File: src/hdl/pud_pkg.sv
// ============================================================================
// pud_pkg - percent decoder shared types and constants
// Character codes, hex helpers and the queue entry passed front to back.
// ============================================================================
`default_nettype none

package pud_pkg;

    localparam int unsigned MAX_BYTES = 3;

    localparam logic [7:0] CHAR_PCT   = 8'h25;  // '%'
    localparam logic [7:0] CHAR_PLUS  = 8'h2B;  // '+'
    localparam logic [7:0] CHAR_SPACE = 8'h20;
    localparam logic [7:0] CHAR_0     = 8'h30;
    localparam logic [7:0] CHAR_9     = 8'h39;
    localparam logic [7:0] CHAR_UA    = 8'h41;
    localparam logic [7:0] CHAR_UF    = 8'h46;
    localparam logic [7:0] CHAR_LA    = 8'h61;
    localparam logic [7:0] CHAR_LF    = 8'h66;

    localparam logic [3:0] HEX_ALPHA_ADJ = 4'h9;  // 'a'/'A' low nibble 1 -> 10

    // One item's worth of decoded bytes, count is 1..3 once queued
    typedef struct packed {
        logic [MAX_BYTES-1:0][7:0] bytes;
        logic [1:0]                count;
        logic                      last;
    } t_entry;

    function automatic logic is_hex(input logic [7:0] c);
        return (c >= CHAR_0  && c <= CHAR_9)  ||
               (c >= CHAR_UA && c <= CHAR_UF) ||
               (c >= CHAR_LA && c <= CHAR_LF);
    endfunction

    // Digits have bit 4 set, letters do not
    function automatic logic [3:0] hex_value(input logic [7:0] c);
        return c[4] ? c[3:0] : c[3:0] + HEX_ALPHA_ADJ;
    endfunction

endpackage

`default_nettype wire

File: src/hdl/pud_if.sv
// ============================================================================
// pud_if - percent decoder stream channels
// Valid/ready channels for raw characters in and decoded bytes out.
// ============================================================================
`default_nettype none

interface pud_in_if;
    logic       valid;
    logic       ready;
    logic [7:0] in_char;
    logic       string_end;

    modport source (output valid, output in_char, output string_end, input ready);
    modport sink   (input valid, input in_char, input string_end, output ready);
endinterface

interface pud_out_if;
    logic       valid;
    logic       ready;
    logic [7:0] out_byte;
    logic       out_last;

    modport source (output valid, output out_byte, output out_last, input ready);
    modport sink   (input valid, input out_byte, input out_last, output ready);
endinterface

`default_nettype wire

File: src/hdl/percent_url_decoder.sv
// ============================================================================
// percent_url_decoder - streaming URL percent decoder
// '%'+two hex digits -> one byte, '+' -> space, the rest passes through.
// ============================================================================
//
// Channel   Dir  Payload                    Transfer
// --------  ---  -------------------------  -------------------------------
// i_in      in   in_char[7:0], string_end   valid & ready, one char each
// o_out     out  out_byte[7:0], out_last    valid & ready, one byte each
//
// Cycles: one character per cycle while each yields at most one byte and
//   o_out is not stalled. A character that releases k bytes (flushed '%' and
//   held digit) keeps the back end busy until all k are out; the
//   serializer's one-byte-per-cycle output register sets the sustained rate.
// Path: a character's bytes pass through the queue, then the o_out register.
// Reset: synchronous, active low; clears escape phase, queue and output valid.
// Stalls: the two-entry queue absorbs output backpressure; i_in.ready drops
//   only when it is full.
// ============================================================================
`default_nettype none

module percent_url_decoder (
    input  wire logic i_clk,
    input  wire logic i_rst_n,
    pud_in_if.sink    i_in,
    pud_out_if.source o_out
);

    // front -> queue
    logic            push_valid;
    logic            push_ready;
    pud_pkg::t_entry push_entry;

    // queue -> back
    logic            head_valid;
    pud_pkg::t_entry head_entry;
    logic            pop;

    // Front: escape phase tracking, classifies each char into a byte group
    pud_front u_front (
        .i_clk        (i_clk),
        .i_rst_n      (i_rst_n),
        .i_in         (i_in),
        .o_push_valid (push_valid),
        .o_push_entry (push_entry),
        .i_push_ready (push_ready)
    );

    // Decouples classification from byte output
    pud_queue u_queue (
        .i_clk        (i_clk),
        .i_rst_n      (i_rst_n),
        .i_push_valid (push_valid),
        .i_push_entry (push_entry),
        .o_push_ready (push_ready),
        .o_head_valid (head_valid),
        .o_head_entry (head_entry),
        .i_pop        (pop)
    );

    // Back: serializes each group, tags end of string on its final byte
    pud_back u_back (
        .i_clk        (i_clk),
        .i_rst_n      (i_rst_n),
        .i_head_valid (head_valid),
        .i_head_entry (head_entry),
        .o_pop        (pop),
        .o_out        (o_out)
    );

endmodule

`default_nettype wire

File: src/hdl/pud_front.sv
// ============================================================================
// pud_front - escape tracking and classification
// Accepts characters, tracks the escape phase and builds 0..3 output bytes.
// ============================================================================
`default_nettype none

module pud_front (
    input  wire logic             i_clk,
    input  wire logic             i_rst_n,
    pud_in_if.sink                i_in,
    output      logic             o_push_valid,
    output      pud_pkg::t_entry  o_push_entry,
    input  wire logic             i_push_ready
);

    localparam logic [1:0] PH_IDLE  = 2'd0;
    localparam logic [1:0] PH_PCT   = 2'd1;
    localparam logic [1:0] PH_DIGIT = 2'd2;

    logic [1:0] r_phase, n_phase;
    logic [7:0] r_held,  n_held;

    logic       accept;
    logic       c_hex;
    logic       plain_pct;
    logic       plain_emit;
    logic [7:0] plain_byte;
    pud_pkg::t_entry entry;

    assign i_in.ready = i_push_ready;
    assign accept     = i_in.valid && i_push_ready;

    always_comb begin
        c_hex      = pud_pkg::is_hex(i_in.in_char);
        // '%' not at the end opens a sequence and emits nothing
        plain_pct  = (i_in.in_char == pud_pkg::CHAR_PCT) && !i_in.string_end;
        plain_emit = !plain_pct;
        plain_byte = (i_in.in_char == pud_pkg::CHAR_PLUS) ? pud_pkg::CHAR_SPACE
                                                          : i_in.in_char;
        entry       = '0;
        entry.last  = i_in.string_end;
        n_held      = r_held;
        n_phase     = plain_pct ? PH_PCT : PH_IDLE;

        unique case (r_phase)
            PH_PCT: begin
                if (c_hex && !i_in.string_end) begin
                    n_phase     = PH_DIGIT;
                    n_held      = i_in.in_char;
                    entry.count = 2'd0;
                end else begin
                    entry.bytes[0] = pud_pkg::CHAR_PCT;
                    entry.bytes[1] = plain_byte;
                    entry.count    = plain_emit ? 2'd2 : 2'd1;
                end
            end
            PH_DIGIT: begin
                if (c_hex) begin
                    n_phase        = PH_IDLE;
                    entry.bytes[0] = {pud_pkg::hex_value(r_held),
                                      pud_pkg::hex_value(i_in.in_char)};
                    entry.count    = 2'd1;
                end else begin
                    // broken: flush '%' and digit, then char (none if '%' opens)
                    entry.bytes[0] = pud_pkg::CHAR_PCT;
                    entry.bytes[1] = r_held;
                    entry.bytes[2] = plain_byte;
                    entry.count    = plain_emit ? 2'd3 : 2'd2;
                end
            end
            default: begin
                entry.bytes[0] = plain_byte;
                entry.count    = plain_emit ? 2'd1 : 2'd0;
            end
        endcase
    end

    assign o_push_valid = accept && (entry.count != 2'd0);
    assign o_push_entry = entry;

    always_ff @(posedge i_clk) begin
        if (!i_rst_n) begin
            r_phase <= PH_IDLE;
            r_held  <= '0;
        end else if (accept) begin
            r_phase <= n_phase;
            r_held  <= n_held;
        end
    end

endmodule

`default_nettype wire

File: src/hdl/pud_queue.sv
// ============================================================================
// pud_queue - two-entry queue between front and back
// Holds decoded byte groups so front and back stall independently.
// ============================================================================
`default_nettype none

module pud_queue (
    input  wire logic             i_clk,
    input  wire logic             i_rst_n,
    input  wire logic             i_push_valid,
    input  wire pud_pkg::t_entry  i_push_entry,
    output      logic             o_push_ready,
    output      logic             o_head_valid,
    output      pud_pkg::t_entry  o_head_entry,
    input  wire logic             i_pop
);

    pud_pkg::t_entry r_mem [2];
    logic            r_wr_ptr;
    logic            r_rd_ptr;
    logic [1:0]      r_count;
    logic            push;
    logic            pop;

    assign o_push_ready = (r_count != 2'd2);
    assign o_head_valid = (r_count != 2'd0);
    assign o_head_entry = r_mem[r_rd_ptr];

    assign push = i_push_valid && o_push_ready;
    assign pop  = i_pop && o_head_valid;

    always_ff @(posedge i_clk) begin
        if (push) begin
            r_mem[r_wr_ptr] <= i_push_entry;
        end
    end

    always_ff @(posedge i_clk) begin
        if (!i_rst_n) begin
            r_wr_ptr <= 1'b0;
            r_rd_ptr <= 1'b0;
            r_count  <= 2'd0;
        end else begin
            if (push) r_wr_ptr <= !r_wr_ptr;
            if (pop)  r_rd_ptr <= !r_rd_ptr;
            case ({push, pop})
                2'b10:   r_count <= r_count + 2'd1;
                2'b01:   r_count <= r_count - 2'd1;
                default: r_count <= r_count;
            endcase
        end
    end

endmodule

`default_nettype wire

File: src/hdl/pud_back.sv
// ============================================================================
// pud_back - byte serializer and output register
// Moves the head entry into the output register, one byte per unstalled cycle.
// ============================================================================
`default_nettype none

module pud_back (
    input  wire logic             i_clk,
    input  wire logic             i_rst_n,
    input  wire logic             i_head_valid,
    input  wire pud_pkg::t_entry  i_head_entry,
    output      logic             o_pop,
    pud_out_if.source             o_out
);

    logic [1:0] r_idx;
    logic       r_valid;
    logic [7:0] r_byte;
    logic       r_last;
    logic       load;
    logic       final_byte;

    assign load       = i_head_valid && (!r_valid || o_out.ready);
    assign final_byte = (r_idx == (i_head_entry.count - 2'd1));
    assign o_pop      = load && final_byte;

    assign o_out.valid    = r_valid;
    assign o_out.out_byte = r_byte;
    assign o_out.out_last = r_last;

    always_ff @(posedge i_clk) begin
        if (!i_rst_n) begin
            r_idx   <= 2'd0;
            r_valid <= 1'b0;
        end else if (load) begin
            r_valid <= 1'b1;
            r_idx   <= final_byte ? 2'd0 : r_idx + 2'd1;
        end else if (o_out.ready) begin
            r_valid <= 1'b0;
        end
    end

    always_ff @(posedge i_clk) begin
        if (load) begin
            r_byte <= i_head_entry.bytes[r_idx];
            r_last <= i_head_entry.last && final_byte;
        end
    end

endmodule

`default_nettype wire

File: src/flat_wrapper.sv
// flat-port wrapper written by rule: the top's interface ports become plain ports
module percent_url_decoder_flat 
  (i_clk, i_rst_n, i_in_valid, i_in_in_char, i_in_string_end, i_in_ready, o_out_valid, o_out_out_byte, o_out_out_last, o_out_ready);
  pud_in_if i_in_i ();
  pud_out_if o_out_i ();
  input  wire logic i_clk;
  input  wire logic i_rst_n;
  input wire logic [$bits(i_in_i.valid)-1:0] i_in_valid;
  input wire logic [$bits(i_in_i.in_char)-1:0] i_in_in_char;
  input wire logic [$bits(i_in_i.string_end)-1:0] i_in_string_end;
  output wire logic [$bits(i_in_i.ready)-1:0] i_in_ready;
  output wire logic [$bits(o_out_i.valid)-1:0] o_out_valid;
  output wire logic [$bits(o_out_i.out_byte)-1:0] o_out_out_byte;
  output wire logic [$bits(o_out_i.out_last)-1:0] o_out_out_last;
  input wire logic [$bits(o_out_i.ready)-1:0] o_out_ready;
  assign i_in_i.valid = i_in_valid;
  assign i_in_i.in_char = i_in_in_char;
  assign i_in_i.string_end = i_in_string_end;
  assign i_in_ready = i_in_i.ready;
  assign o_out_valid = o_out_i.valid;
  assign o_out_out_byte = o_out_i.out_byte;
  assign o_out_out_last = o_out_i.out_last;
  assign o_out_i.ready = o_out_ready;
  percent_url_decoder u_core (.i_clk(i_clk), .i_rst_n(i_rst_n), .i_in(i_in_i), .o_out(o_out_i));
endmodule
File: config.mk
export PLATFORM = sky130hd
export DESIGN_NAME = percent_url_decoder_flat
export DESIGN_NICKNAME = d
export VERILOG_FILES = /design/src/hdl/pud_pkg.sv /design/src/hdl/pud_if.sv /design/src/hdl/percent_url_decoder.sv /design/src/hdl/pud_front.sv /design/src/hdl/pud_queue.sv /design/src/hdl/pud_back.sv /design/src/flat_wrapper.sv
export SDC_FILE = /design/constraint.sdc
export NUM_CORES = 1
export LEC_CHECK = 0
export BUFFER_PORTS_ARGS = -buffer_cell sky130_fd_sc_hd__buf_2
export CORE_ASPECT_RATIO = 0.7
export CORE_MARGIN = 2
export CORE_UTILIZATION = 55
export CTS_BUF_LIST = sky130_fd_sc_hd__clkbuf_16
export CTS_CLUSTER_DIAMETER = 40
export CTS_CLUSTER_SIZE = 24
export DETAILED_ROUTE_END_ITERATION = 10
export HOLD_SLACK_MARGIN = 0.06
export PLACE_DENSITY = 0.72
export SYNTH_ARGS = -nofsm -noshare
export SYNTH_HDL_FRONTEND = slang
export SYNTH_SLANG_ARGS = --single-unit
File: constraint.sdc
create_clock -name i_clk -period 4.8 [get_ports i_clk]
set_clock_uncertainty 0.15 [all_clocks]
set_input_delay 0.96 -clock i_clk [delete_from_list [all_inputs] [get_ports i_clk]]
set_output_delay 0.96 -clock i_clk [all_outputs]
set_load 0.02 [all_outputs]
==> insert_results.sql <==
INSERT INTO impl_metrics (metric_group, metric, value, unit) VALUES
('status', 'status', 'complete, no violations', ''),
('floorplanning', 'row_count', '25', ''),
('grt', 'grt_first_pass_wirelength', '11800', 'um'),
('routing', 'drt_drc_violations_left', '0', ''),
('clocking', 'insertion_delay', '0.33', 'ns'),
('grt', 'grt_pass1_vias', '2150', ''),
('flow_run', 'max_cap_violations', '0', ''),
('clocking', 'cts_hold_fix_bufs', '0', ''),
('floorplanning', 'io_pins', '24', ''),
('grt', 'grt_antenna_before_repair', '0', ''),
('routing', 'detail_route.wl_per_cell', '17.9', 'um'),
('worst_setup_path', 'worstSetupEndpointType', 'flip-flop', ''),
('finish', 'most_common_library_cell_in_the_layout_ignoring_fill_and_taps', 'edfxtp_1', ''),
('floorplanning', 'die-height', '73.2', 'um'),
('finish', 'relative_area_change_from_synthesis_to_final_layout', '13.2', '%'),
('floorplanning', 'initial_core_util', '56.1', '%'),
('synthesis', 'synth.distinct_cells', '56', ''),
('floorplanning', 'width_of_the_die', '103', 'um'),
('routing', 'avgViaCountPerCell', '5.67', ''),
('clocking', 'tritoncts_num_sinks', '81', ''),
('finish', 'mostFrequentLayoutCells', '63 x edfxtp_1, 23 x buf_2, 21 x mux2i_1', ''),
('placement', 'dp.final_hpwl', '4840', 'um'),
('floorplanning', 'core', '0.00669', 'sq mm'),
('clocking', 'post-cts-setup-buffer-count', '0', ''),
('routing', 'vias', '2256', ''),
('worst_setup_path', 'critical_path_class', 'input port to flip-flop', ''),
('power_and_ir_drop', 'total_leakage_power', '1.54', 'nW'),
('grt', 'grtUsageTotal', '21.9', '%'),
('clocking', 'post_cts.resized_instances', '0', ''),
('routing', 'detail-route-antenna-nets', '0', ''),
('finish', 'final.fill_count', '515', ''),
('clocking', 'cts.reportedPaths.clkPinSlew', '0.06', 'ns'),
('worst_setup_path', 'required', '4.91', 'ns'),
('timing', 'fmaxAchievable', '301', 'MHz'),
('finish', 'final_core_util', '63.6', '%'),
('timing', 'max-slew-margin-rel', '60.4', '%'),
('synthesis', 'synthesis.nets', '293', ''),
('worst_setup_path', 'cp.arrival', '3.43', 'ns'),
('timing', 'final-hold-violation-count', '0', ''),
('grt', 'overflow', '0', ''),
('routing', 'dr.pass1.iters', '4', ''),
('synthesis', 'ys_top_cells_by_area', 'edfxtp_1 50%, dfxtp_1 9.6%, mux2i_1 5.6%', ''),
('clocking', 'clock_tree_from_tritoncts', 'yes', ''),
('routing', 'met2WireLength', '3150', 'um'),
('timing', 'report.final.setup_viol', '0', ''),
('synthesis', 'synthCells', '272', ''),
('timing', 'final.setup.tns', '0', 'ns'),
('timing', 'worstMarginPinSlew', '0.593', 'ns'),
('synthesis', 'synth-warning-count', '0', ''),
('worst_setup_path', 'crit_path_max_fanout', '11', ''),
('timing', 'post-route-period-util', '69.1', '%'),
('synthesis', 'ys_seq_area_share', '59.9', '%'),
('worst_setup_path', 'startpoint_type', 'input port', ''),
('clocking', 'cts-root-buf', 'clkbuf_16', ''),
('power_and_ir_drop', 'power_density', '518', 'mW/mm^2'),
('power_and_ir_drop', 'vdd_ir_drop_max', '0.222', 'mV'),
('synthesis', 'syn_area', '0.00376', 'sq mm'),
('synthesis', 'post_synth_edffs', '63', ''),
('synthesis', 'synth.ff_latch_count', '81', ''),
('routing', 'drt_first_iter_violations', '146', ''),
('placement', 'port_buffers', '23', ''),
('finish', 'fraction_of_final_layout_cells_sized_beyond_drive_strength_1', '19.1', '%'),
('placement', 'routabilityCongestion', '0.897', ''),
('timing', 'hold_slack', '0.293', 'ns'),
('routing', 'top_layer_used', 'met4', ''),
('routing', 'wl_met1', '3450', 'um'),
('min_path', 'min_path_type', 'flip-flop to flip-flop', ''),
('timing', 'grt_setup_unrepaired', 'no', ''),
('routing', 'drt_wl_total', '7120', 'um'),
('synthesis', 'fraction_of_registers_with_async_set_reset', '0', '%'),
('synthesis', 'synth_top_flop_cell', 'edfxtp_1', ''),
('timing', 'post-route-min-period', '3.32', 'ns'),
('clocking', 'numCtsBuffers', '9', ''),
('finish', 'antenna_cells', '0', ''),
('synthesis', 'post-synth-top-area-fraction', '50.3', '%'),
('clocking', 'ctsHtreeMaxLevel', '3', ''),
('routing', 'met3_length', '418', 'um'),
('grt', 'grt_max_degree', '28', ''),
('timing', 'maxSlewViolCount', '0', ''),
('synthesis', 'synth_area_leader_cell', 'edfxtp_1', ''),
('finish', 'nNetsFinal', '320', ''),
('clocking', 'number_of_buffers_on_the_longest_clock_path', '2', ''),
('synthesis', 'syn-mean-instance-area', '13.8', 'sq um'),
('floorplanning', 'die_area', '0.00752', 'sq mm');
-- power breakdown --
part | switching, mW | leakage [nW] | internal [mW]
registers | 0.0612 | 0.745 | 0.935
clock network | 0.263 | 0.141 | 0.401
logic | 0.319 | 0.655 | 0.226
total | 0.644 | 1.54 | 1.56
-- logic make-up after synthesis --
kind of cell             Yosys count  synth area share [%]
multiplexers                      30                  11.1
buffers and inverters             29                  3.56
XOR/XNOR                           6                  1.40
adder cells (fa/ha/maj)            8                  2.66
flip-flops                        81                  59.9
AND/OR/NAND/NOR                   66                  10.2
AO/OA/AOI/OAI                     52                  11.2
-- final timing paths --
path                        startpoint                        end  slack [ns]  cells after the start
max                    i_in_in_char[0]  u_core.u_queue.r_count[1]        1.48                     11
min reg2reg   u_core.u_front.r_held[7]   u_core.u_front.r_held[7]        0.29                      2
max reg2reg  u_core.u_front.r_phase[0]  u_core.u_queue.r_count[1]        1.93                      9
min           u_core.u_front.r_held[7]   u_core.u_front.r_held[7]        0.29                      2
-- through the flow --
step / cells / power (mW) / area (sq um) / worst slack (ns)
final: 398 / 2.21 / 4260 / 1.48
after CTS: 398 / 2.22 / 4260 / 1.49
after global placement: 382 / 1.54 / 3960 / 1.25
after floorplan: 272 / 1.41 / 3760 / 1.02
after detailed placement: 382 / 1.56 / 3960 / 1.14
after global routing: 398 / 2.33 / 4260 / 1.35
-- state kept, by name, indices dropped and copies added, names as in the netlist, named ones only --
name and flops:
u_core.u_back.o_out.valid 1, u_core.u_queue.r_count 2, u_core.u_queue.r_mem 54, u_core.u_front.r_phase 2, u_core.u_front.r_held 8, u_core.u_queue.r_wr_ptr 1, u_core.u_back.o_out.out_byte 8, u_core.u_queue.r_rd_ptr 1
u_core.u_back.r_idx 2, u_core.u_back.o_out.out_last 1
-- critical path: stages --
cell      delay (ns)
buf_2           0.16
inv_1           0.10
ha_1            0.22
nor3b_2         0.16
o21ai_2         0.25
a311oi_2        0.13
buf_4           0.20
o311ai_4        0.39
ha_1            0.33
or3_1           0.37
a21boi_0        0.16
-- cell usage after synthesis (2+ instances only) --
cell       n
a31oi_1    2
nand3_1    4
clkbuf_1   4
mux2i_1   21
o21bai_1   2
o22ai_1    9
nor2b_1    9
and3_1     3
or3_1      3
inv_1     18
mux4_2     4
nand4b_1   2
edfxtp_1  63
nor2_1    10
a221oi_1   2
ha_1       8
a22o_1     8
o21ai_0    8
mux4_1     4
nand2b_1   3
a21boi_0   2
buf_2      2
nand2_1   15
xnor2_1    5
a21oi_1    4
dfxtp_1   18
buf_4      2
a21o_1     2
buf_6      2
and2_1     7
-- layout make-up --
| class | count | area (sq um) | area share (%) |
|---|---|---|---|
| Inverter | 18 | 67.6 | 1.59 |
| Clock buffer | 9 | 225 | 5.29 |
| Tap cell | 94 | 118 | 2.76 |
| Timing Repair Buffer | 27 | 145 | 3.41 |
| Sequential cell | 81 | 2250 | 52.9 |
| Multi-Input combinational cell | 162 | 1380 | 32.4 |
| Clock inverter | 7 | 70.1 | 1.65 |
-- layer usage --
layer / vias up / global-route usage, %
met5: - / 0
met4: 0 / 5.85
met3: 6 / 7.47
met2: 71 / 31.2
met1: 1089 / 32.5
li1: 1090 / -
Power figures use the tool's default switching activity.
